File: src/hw/rtl/sha256_pkg.sv
package sha256_pkg;

   typedef logic [31:0] word_type;

   localparam int unsigned BlockBytes = 64;
   localparam int unsigned Rounds     = 64;
   localparam logic [7:0]  PadByte    = 8'h80;

   function automatic word_type k_const(input logic [5:0] t);
      word_type k;
      unique case (t)
         6'd0: k = 32'h428a2f98; 6'd1: k = 32'h71374491; 6'd2: k = 32'hb5c0fbcf;
         6'd3: k = 32'he9b5dba5; 6'd4: k = 32'h3956c25b; 6'd5: k = 32'h59f111f1;
         6'd6: k = 32'h923f82a4; 6'd7: k = 32'hab1c5ed5; 6'd8: k = 32'hd807aa98;
         6'd9: k = 32'h12835b01; 6'd10: k = 32'h243185be; 6'd11: k = 32'h550c7dc3;
         6'd12: k = 32'h72be5d74; 6'd13: k = 32'h80deb1fe; 6'd14: k = 32'h9bdc06a7;
         6'd15: k = 32'hc19bf174; 6'd16: k = 32'he49b69c1; 6'd17: k = 32'hefbe4786;
         6'd18: k = 32'h0fc19dc6; 6'd19: k = 32'h240ca1cc; 6'd20: k = 32'h2de92c6f;
         6'd21: k = 32'h4a7484aa; 6'd22: k = 32'h5cb0a9dc; 6'd23: k = 32'h76f988da;
         6'd24: k = 32'h983e5152; 6'd25: k = 32'ha831c66d; 6'd26: k = 32'hb00327c8;
         6'd27: k = 32'hbf597fc7; 6'd28: k = 32'hc6e00bf3; 6'd29: k = 32'hd5a79147;
         6'd30: k = 32'h06ca6351; 6'd31: k = 32'h14292967; 6'd32: k = 32'h27b70a85;
         6'd33: k = 32'h2e1b2138; 6'd34: k = 32'h4d2c6dfc; 6'd35: k = 32'h53380d13;
         6'd36: k = 32'h650a7354; 6'd37: k = 32'h766a0abb; 6'd38: k = 32'h81c2c92e;
         6'd39: k = 32'h92722c85; 6'd40: k = 32'ha2bfe8a1; 6'd41: k = 32'ha81a664b;
         6'd42: k = 32'hc24b8b70; 6'd43: k = 32'hc76c51a3; 6'd44: k = 32'hd192e819;
         6'd45: k = 32'hd6990624; 6'd46: k = 32'hf40e3585; 6'd47: k = 32'h106aa070;
         6'd48: k = 32'h19a4c116; 6'd49: k = 32'h1e376c08; 6'd50: k = 32'h2748774c;
         6'd51: k = 32'h34b0bcb5; 6'd52: k = 32'h391c0cb3; 6'd53: k = 32'h4ed8aa4a;
         6'd54: k = 32'h5b9cca4f; 6'd55: k = 32'h682e6ff3; 6'd56: k = 32'h748f82ee;
         6'd57: k = 32'h78a5636f; 6'd58: k = 32'h84c87814; 6'd59: k = 32'h8cc70208;
         6'd60: k = 32'h90befffa; 6'd61: k = 32'ha4506ceb; 6'd62: k = 32'hbef9a3f7;
         default: k = 32'hc67178f2;
      endcase
      return k;
   endfunction

   function automatic word_type h_init(input logic [2:0] i);
      word_type h;
      unique case (i)
         3'd0: h = 32'h6a09e667; 3'd1: h = 32'hbb67ae85;
         3'd2: h = 32'h3c6ef372; 3'd3: h = 32'ha54ff53a;
         3'd4: h = 32'h510e527f; 3'd5: h = 32'h9b05688c;
         3'd6: h = 32'h1f83d9ab; default: h = 32'h5be0cd19;
      endcase
      return h;
   endfunction

endpackage

File: src/hw/rtl/sha256_round_core.sv
module sha256_round_core
   import sha256_pkg::*;
(
   input  logic         clock,
   input  logic         reset,
   input  logic         start,
   input  word_type     blk_word,
   output logic [3:0]   blk_addr,
   output logic         busy,
   input  logic         chain_reinit,
   input  logic [2:0]   chain_rd_idx,
   output word_type     chain_rd_word
);

   function automatic word_type rotr(input word_type x, input int unsigned n);
      return (x >> n) | (x << (32 - n));
   endfunction

   typedef enum logic [1:0] {S_IDLE, S_PRIME, S_ROUND, S_FOLD} st_type;

   st_type      st_ff;
   logic [6:0]  t_ff;
   word_type    a_ff, b_ff, c_ff, d_ff, e_ff, f_ff, g_ff, h_ff;
   word_type    chain_ff [8];
   logic        chain_def_ff;
   word_type    win [16];

   // block words: blk_word arrives in the cycle after blk_addr (registered in memory)
   assign blk_addr = t_ff[3:0];
   assign busy     = (st_ff != S_IDLE);

   word_type w_cur, w2, w15, s0, s1, t1, t2, ch, mj, ep0, ep1;
   logic [5:0] tr;
   always_comb begin
      tr  = t_ff[5:0] - 6'd1;
      w2  = win[4'(tr - 6'd2)];
      w15 = win[4'(tr - 6'd15)];
      s1  = rotr(w2, 17) ^ rotr(w2, 19) ^ (w2 >> 10);
      s0  = rotr(w15, 7) ^ rotr(w15, 18) ^ (w15 >> 3);
      if (tr < 6'd16) w_cur = blk_word;
      else w_cur = s1 + win[4'(tr - 6'd7)] + s0 + win[tr[3:0]];
      ep1 = rotr(e_ff, 6) ^ rotr(e_ff, 11) ^ rotr(e_ff, 25);
      ep0 = rotr(a_ff, 2) ^ rotr(a_ff, 13) ^ rotr(a_ff, 22);
      ch  = (e_ff & f_ff) ^ (~e_ff & g_ff);
      mj  = (a_ff & b_ff) ^ (a_ff & c_ff) ^ (b_ff & c_ff);
      t1  = h_ff + ep1 + ch + k_const(tr) + w_cur;
      t2  = ep0 + mj;
   end

   function automatic word_type chain_val(input logic [2:0] i, input logic dflt,
                                          input word_type v);
      return dflt ? h_init(i) : v;
   endfunction

   assign chain_rd_word = chain_val(chain_rd_idx, chain_def_ff, chain_ff[chain_rd_idx]);

   always_ff @(posedge clock) begin
      if (reset) begin
         st_ff        <= S_IDLE;
         t_ff         <= '0;
         chain_def_ff <= 1'b1;
      end else begin
         if (chain_reinit) chain_def_ff <= 1'b1;
         unique case (st_ff)
            S_IDLE: if (start) begin
               t_ff  <= 7'd0;
               st_ff <= S_PRIME;
            end
            S_PRIME: begin
               a_ff <= chain_val(3'd0, chain_def_ff, chain_ff[0]);
               b_ff <= chain_val(3'd1, chain_def_ff, chain_ff[1]);
               c_ff <= chain_val(3'd2, chain_def_ff, chain_ff[2]);
               d_ff <= chain_val(3'd3, chain_def_ff, chain_ff[3]);
               e_ff <= chain_val(3'd4, chain_def_ff, chain_ff[4]);
               f_ff <= chain_val(3'd5, chain_def_ff, chain_ff[5]);
               g_ff <= chain_val(3'd6, chain_def_ff, chain_ff[6]);
               h_ff <= chain_val(3'd7, chain_def_ff, chain_ff[7]);
               t_ff  <= 7'd1;
               st_ff <= S_ROUND;
            end
            S_ROUND: begin
               win[tr[3:0]] <= w_cur;
               h_ff <= g_ff; g_ff <= f_ff; f_ff <= e_ff; e_ff <= d_ff + t1;
               d_ff <= c_ff; c_ff <= b_ff; b_ff <= a_ff; a_ff <= t1 + t2;
               t_ff <= t_ff + 7'd1;
               if (t_ff == 7'(Rounds)) begin
                  st_ff   <= S_FOLD;
               end
            end
            default: begin
               chain_ff[0] <= chain_val(3'd0, chain_def_ff, chain_ff[0]) + a_ff;
               chain_ff[1] <= chain_val(3'd1, chain_def_ff, chain_ff[1]) + b_ff;
               chain_ff[2] <= chain_val(3'd2, chain_def_ff, chain_ff[2]) + c_ff;
               chain_ff[3] <= chain_val(3'd3, chain_def_ff, chain_ff[3]) + d_ff;
               chain_ff[4] <= chain_val(3'd4, chain_def_ff, chain_ff[4]) + e_ff;
               chain_ff[5] <= chain_val(3'd5, chain_def_ff, chain_ff[5]) + f_ff;
               chain_ff[6] <= chain_val(3'd6, chain_def_ff, chain_ff[6]) + g_ff;
               chain_ff[7] <= chain_val(3'd7, chain_def_ff, chain_ff[7]) + h_ff;
               chain_def_ff <= 1'b0;
               st_ff <= S_IDLE;
            end
         endcase
      end
   end

`ifndef NO_ASSERTIONS
   a_round_count: assert property (@(posedge clock) disable iff (reset)
      st_ff == S_ROUND |-> (t_ff >= 7'd1 && t_ff <= 7'(Rounds)))
      else $error("round counter out of range");
   a_no_restart: assert property (@(posedge clock) disable iff (reset)
      (st_ff == S_FOLD) |=> st_ff == S_IDLE)
      else $error("fold did not return to idle");
   a_prime: assert property (@(posedge clock) disable iff (reset)
      (st_ff == S_IDLE && start) |=> st_ff == S_PRIME)
      else $error("start not taken");
`endif

endmodule

File: src/hw/rtl/sha256_hash_engine_unit.sv
// A byte that does not fill a block is accepted without a stall; a byte that
// fills a block starts a compression (prime, 64 rounds, fold) during
// which req_ready is low. End of message adds one or two compressions plus the
// states that write padding and length, then 8 digest beats, one per cycle
// while rsp_ready is high. Throughput: 1 byte per cycle while req_ready is high.
// Reset: synchronous; chaining state returns to the initial hash, count to zero.
module sha256_hash_engine_unit
   import sha256_pkg::*;
(
   input  logic        clock,
   input  logic        reset,
   input  logic        req_valid,
   output logic        req_ready,
   input  logic [7:0]  req_data_byte,
   input  logic        req_byte_valid,
   input  logic        req_end_of_message,
   output logic        rsp_valid,
   input  logic        rsp_ready,
   output logic [31:0] rsp_digest_word,
   output logic [2:0]  rsp_word_index,
   output logic        rsp_last_word
);

   typedef enum logic [2:0] {
      S_IN, S_WAIT, S_PAD, S_LEN, S_HASH, S_OUT
   } st_type;

   st_type       st_ff;
   logic [63:0]  cnt_ff;
   logic [5:0]   pad_ff;
   logic         final_ff;
   logic         eom_ff;
   logic [2:0]   oidx_ff;
   logic [2:0]   lenk_ff;
   logic         core_start;
   logic         core_busy;

   // block buffer: 16 words, byte-lane write, registered read
   word_type     mem [BlockBytes / 4];
   logic         we;
   logic [5:0]   waddr;
   logic [7:0]   wdata;
   logic [3:0]   raddr;
   word_type     rdata_ff;

   // byte 0 of a word sits in the top lane
   always_ff @(posedge clock) begin
      if (we) mem[waddr[5:2]][{~waddr[1:0], 3'd0} +: 8] <= wdata;
      rdata_ff <= mem[raddr];
   end

   sha256_round_core u_core (
      .clock        (clock),
      .reset        (reset),
      .start        (core_start),
      .blk_word     (rdata_ff),
      .blk_addr     (raddr),
      .busy         (core_busy),
      .chain_reinit (rsp_valid && rsp_ready && rsp_last_word),
      .chain_rd_idx (oidx_ff),
      .chain_rd_word(rsp_digest_word)
   );

   logic [63:0] bits;
   logic        acc;
   assign bits      = {cnt_ff[60:0], 3'd0};
   assign acc       = req_valid && req_ready;
   assign req_ready = (st_ff == S_IN);
   assign rsp_valid = (st_ff == S_OUT);
   assign rsp_word_index = oidx_ff;
   assign rsp_last_word  = (oidx_ff == 3'd7);

   always_comb begin
      we    = 1'b0;
      waddr = cnt_ff[5:0];
      wdata = req_data_byte;
      core_start = 1'b0;
      unique case (st_ff)
         S_IN: begin
            we = acc && req_byte_valid;
            if (acc && req_byte_valid && cnt_ff[5:0] == 6'd63) core_start = 1'b1;
         end
         S_PAD: begin
            we    = 1'b1;
            waddr = pad_ff;
            wdata = (pad_ff == cnt_ff[5:0] && !final_ff) ? PadByte : 8'd0;
         end
         S_LEN: begin
            we    = 1'b1;
            waddr = 6'd63 - 6'(lenk_ff);
            wdata = 8'(bits >> {lenk_ff, 3'd0});
         end
         S_HASH: core_start = 1'b1;
         default: ;
      endcase
   end

   always_ff @(posedge clock) begin
      if (reset) begin
         st_ff    <= S_IN;
         cnt_ff   <= '0;
         oidx_ff  <= '0;
         final_ff <= 1'b0;
         eom_ff   <= 1'b0;
      end else begin
         unique case (st_ff)
            S_IN: if (acc) begin
               if (req_byte_valid) cnt_ff <= cnt_ff + 64'd1;
               eom_ff <= req_end_of_message;
               final_ff <= 1'b0;
               if (req_byte_valid && cnt_ff[5:0] == 6'd63) st_ff <= S_WAIT;
               else if (req_end_of_message) begin
                  pad_ff <= req_byte_valid ? cnt_ff[5:0] + 6'd1 : cnt_ff[5:0];
                  st_ff  <= S_PAD;
               end
            end
            S_WAIT: if (!core_busy) begin
               if (final_ff && eom_ff) begin
                  oidx_ff <= '0;
                  st_ff   <= S_OUT;
               end else if (final_ff) begin
                  // after an overflow block, pad from zero with zeros up to the length
                  pad_ff <= 6'd0;
                  st_ff  <= S_PAD;
               end else if (eom_ff) begin
                  pad_ff <= cnt_ff[5:0];
                  st_ff  <= S_PAD;
               end else st_ff <= S_IN;
            end
            S_PAD: begin
               pad_ff <= pad_ff + 6'd1;
               if (pad_ff == 6'd63 && cnt_ff[5:0] > 6'd55 && !final_ff) begin
                  // length does not fit: compress and pad a fresh block
                  final_ff <= 1'b1;
                  eom_ff   <= 1'b0;
                  st_ff    <= S_HASH;
               end else if (pad_ff == 6'd55) begin
                  lenk_ff <= '0;
                  st_ff   <= S_LEN;
               end
            end
            S_LEN: begin
               lenk_ff <= lenk_ff + 3'd1;
               if (lenk_ff == 3'd7) begin
                  final_ff <= 1'b1;
                  eom_ff   <= 1'b1;
                  st_ff    <= S_HASH;
               end
            end
            S_HASH: st_ff <= S_WAIT;
            default: if (rsp_ready) begin
               oidx_ff <= oidx_ff + 3'd1;
               if (oidx_ff == 3'd7) begin
                  cnt_ff <= '0;
                  st_ff  <= S_IN;
               end
            end
         endcase
      end
   end

`ifndef NO_ASSERTIONS
   a_no_rsp_while_busy: assert property (@(posedge clock) disable iff (reset)
      rsp_valid |-> !core_busy)
      else $error("digest shown during compression");
   a_ready_excl: assert property (@(posedge clock) disable iff (reset)
      !(req_ready && rsp_valid))
      else $error("input and output both open");
   a_last_wraps: assert property (@(posedge clock) disable iff (reset)
      (rsp_valid && rsp_ready && rsp_last_word) |=> req_ready)
      else $error("engine did not return to input");
`endif

endmodule

File: config.mk
export PLATFORM = sky130hd
export DESIGN_NAME = sha256_hash_engine_unit
export DESIGN_NICKNAME = d
export VERILOG_FILES = /design/src/hw/rtl/sha256_pkg.sv /design/src/hw/rtl/sha256_round_core.sv /design/src/hw/rtl/sha256_hash_engine_unit.sv
export SDC_FILE = /design/constraint.sdc
export NUM_CORES = 2
export LEC_CHECK = 0
export BUFFER_PORTS_ARGS = -buffer_cell sky130_fd_sc_hd__buf_2
export CORE_MARGIN = 4
export CORE_UTILIZATION = 35
export DETAILED_ROUTE_END_ITERATION = 8
export HOLD_SLACK_MARGIN = 0.02
export PLACE_DENSITY = 0.58
export SETUP_SLACK_MARGIN = 0.15
export SYNTH_ARGS = -nofsm -noshare
export SYNTH_HDL_FRONTEND = slang
export SYNTH_SLANG_ARGS = --single-unit
File: constraint.sdc
create_clock -name clock -period 14.9 [get_ports clock]
set_input_delay 0.745 -clock clock [delete_from_list [all_inputs] [get_ports clock]]
set_output_delay 0.745 -clock clock [all_outputs]
set_load 0.05 [all_outputs]
==> results by group <==
Die
  – Die height: 553 um
  – DIE WIDTH: 553 um
  – Core area: 0.295 mm^2
  – Initial Util: 0.352
  – Rows: 199
  – Die area: 0.305 mm^2
  – Io pins: 52

Layout
  – Share of cells above drive strength 1: 0.193
  – Design area: 0.115 mm^2
  – Final Core Density: 0.390
  – Commonest non-fill, non-tap cell in the layout: edfxtp_1
  – Area occupied by multi-input gates: 0.0522 mm^2
  – Nets: 8,633
  – Area delta synth->final: 10.8%
  – Most frequent cells in the layout: edfxtp_1 (1,545), mux4_2 (663), nor2_1 (548)
  – Final Non-Filler Cells: 12.1k
  – Reg area: 0.0487 mm^2
  – # fillers: 27.5k

Logic synthesis
  – Synth cell types: 102
  – Ys Warns: 0
  – Syn Inst Count: 8,057
  – Post-synth EDFFs: 1,545
  – Yosys top cell by area: edfxtp_1
  – Register area share after synthesis: 0.469
  – Top cell type's share of synthesized area: 0.447
  – Ys async rst share: 0
  – Avg Cell Area, Syn: 12.9 um^2
  – Post-synthesis net count: 8,675
  – Top cells by area, synth: edfxtp_1 (45%), mux4_2 (14%), ha_1 (4.9%)
  – Top FF cell, synth: edfxtp_1
  – Mapped Area: 0.104 mm^2
  – Synth Register Bits: 1,659

Outcome
  – Outcome: completed

Placed design
  – Number of port buffers: 51
  – Placed Instance Area: 0.109 mm^2
  – DP Wirelength: 239 mm
  – Cells after DPL: 11.7k
  – Setup WS pre-CTS: 0.469 ns
  – Routability congestion estimate: 0.984

CTS
  – Total CTS buffers: 193
  – Root Driver: clkbuf_16
  – Clk slew on worst S/H paths: 0.06 ns
  – H-tree levels: 4
  – Clk_lat worst skew: 0.89 ns
  – Max Buffers Root-to-Sink: 4
  – CTS tree: done
  – CTS Hold Bufs: 0
  – Clock sink count: 1,659

Detailed routing
  – Routed WL: 339 mm
  – Violation count after the first detailed-route iteration: 8,446
  – DR WL/cell: 28.0 um
  – # DRC: 0
  – Vias per cell: 5.88
  – Vias: 71.1k
  – TritonRoute pass-1 iters: 6
  – Antenna viol nets, final: 0

STA
  – Slew @ Worst Pin: 1.20 ns
  – Sum Neg Setup Slack: 0 ns
  – Min Tclk post-route: 13.99 ns
  – RSZ-0062 raised after global routing: false
  – Slew headroom: 0.199
  – Final setup viols: 0
  – Max frequency: 71.5 MHz
  – Clk_skew: 0.0722 ns
  – Pins over their slew limit: 0
  – Period utilization: 0.939
  – Final Worst Setup Slack: 0.909 ns
  – Final Hold Viols: 0

Critical path
  – Setup crit end kind: register
  – CP required: 15.59 ns
  – R2R Setup Slk: 0.91 ns
  – Worst reg-to-reg path cell count: 54
  – RR Startpoint: u_core.t_ff[1]
  – Worst path most repeated cell: fa_1
  – Slowest CP cell: fa_1
  – Worst R2R End: u_core.a_ff[31]
  – Delay-heaviest family, CP: adder cells
  – CP Buf/Inv Count: 10
  – CP Launch Type: register
  – Crit path largest cell delay: 0.54 ns
  – CP arrival: 14.68 ns
  – Critical path type: register to register
  – Maximum fanout along the worst path: 22

Flow run
  – Max Cap Viol: 0

Power and ir drop
  – Power share of the combinational group: 0.497
  – Int Power: 12.2 mW
  – Pleak: 38.9 nW
  – Clock power frac: 0.231
  – Sw power: 8.29 mW
  – Worst VDD drop: 357 uV
  – Sequential share of power: 0.272
  – Power per Cell Area: 178 mW/mm^2
  – Sw frac: 0.404

Global route
  – Largest net degree at the start of global routing: 168
  – Vias in the first global route: 69.1k
  – GRT Util Overall: 0.213
  – Global-route wire length before repair: 489 mm
  – Initial antenna violation count: 9
  – Overflow after GRT: 0

Min path
  – Hold Path End: final_ff
  – Worst hold path type: primary input to register
  – Hold path depth: 2
  – Worst hold path startpoint: req_valid
## per-layer routing
layer  wire (um)  GRT usage  vias up
li1            -          -    30500
met1      145000      0.300    36700
met2      154000      0.334     3312
met3       27500     0.0394      565
met4       12200     0.0676        2
met5          13          0        -
## cell type report
cell class,instances,area share
Timing Repair Buffer,195,0.0130
Antenna cell,6,0.000131
Clock buffer,248,0.0449
Multi-Input combinational cell,5568,0.454
Tap cell,3919,0.0426
Sequential cell,1659,0.423
Clock inverter,95,0.00871
Inverter,398,0.0131
## how the worst max path moves through the flow
| stage | startpoint | end | slack (ns) | depth (start not counted) |
|---|---|---|---|---|
| 3_5_place_dp | u_core.t_ff[1] | u_core.a_ff[31] | 0.47 | 52 |
| 6_report | u_core.t_ff[1] | u_core.a_ff[31] | 0.91 | 54 |
| 2_1_floorplan | u_core.t_ff[0] | u_core.a_ff[31] | 0.15 | 63 |
| 4_1_cts | u_core.t_ff[1] | u_core.a_ff[31] | 0.42 | 52 |
| 5_1_grt | u_core.t_ff[1] | u_core.a_ff[31] | 0.23 | 54 |
| 3_3_place_gp | u_core.t_ff[1] | u_core.a_ff[31] | 0.48 | 53 |
## sequential cells by signal (all words and copies together) (netlist names), named ones only
register and cells:
u_core.d_ff 32, u_core.c_ff 32, eom_ff 1, u_core.t_ff 7, final_ff 1, u_core.win 512, u_core.g_ff 32, pad_ff 6
rsp_word_index 3, u_core.h_ff 32, u_core.a_ff 32, lenk_ff 3, u_core.chain_ff 256, mem 512, u_core.b_ff 32, st_ff 3
u_core.chain_def_ff 1, u_core.st_ff 2, u_core.e_ff 32, cnt_ff 61, u_core.f_ff 32, rdata_ff 32
## power groups by stage
stage / registers, mW / logic [mW] / clock network (mW)
floorplan: 5.63 / 7.35 / 0
finish: 5.58 / 10.2 / 4.74
detailed placement: 5.67 / 9.84 / 0
CTS: 5.57 / 9.96 / 4.83
global route: 5.58 / 11.1 / 5.02
global placement: 5.67 / 9.72 / 0
## per-stage QoR
stage	hold WS, ns	power, mW
after global placement	0.481	15.4
after global routing	0.136	21.8
after floorplan	0.464	13.0
final	0.164	20.5
after detailed placement	0.498	15.5
after CTS	0.0853	20.4
## worst register-to-register path, delay by kind of cell (launching register included)
| family | cells | cell delay (ns) |
|---|---|---|
| AOI/OAI and AO/OA | 16 | 3.76 |
| adders and majority gates | 11 | 4.48 |
| DFF | 1 | 0.50 |
| buffers and inverters | 10 | 1.14 |
| muxes | 2 | 0.70 |
| xor gates and xnor gates | 5 | 1.04 |
| and+or+nand+nor | 10 | 2.23 |
## repair_timing
item / in CTS / in global routing
endpoints found under the hold margin: 0 / 0
resized for setup: 0 / 7
setup buffers: 0 / 5
setup endpoints to repair: 0 / 3
## cell families after synthesis
kind of cell	synth area share
fa+ha+maj	0.0889
xor+xnor	0.0558
compound gates	0.0880
buf+inv	0.0308
mux	0.183
simple gates	0.0839
flops	0.469
## Yosys cell counts (37+ instances only)
cell type  number
nand3_1       123
o21bai_1       69
inv_1         393
ha_1          409
nand2b_1       72
mux4_2        663
or2_2         155
nand2_1       416
a211oi_1       64
fa_1          195
mux2i_1       173
nor2_1        561
buf_1          84
a31oi_1        54
a21oi_1       475
nor2b_1       178
clkbuf_1      305
or3_1          38
o21ai_0       295
and3_1         55
edfxtp_1     1545
xor2_1        184
nor3_1         66
xnor2_1       472
dfxtp_1       114
nand4_1        37
a21o_1        161
mux2_2        208
o21a_1         51
buf_2          37
No activity file was read; power rests on OpenSTA's default activity.
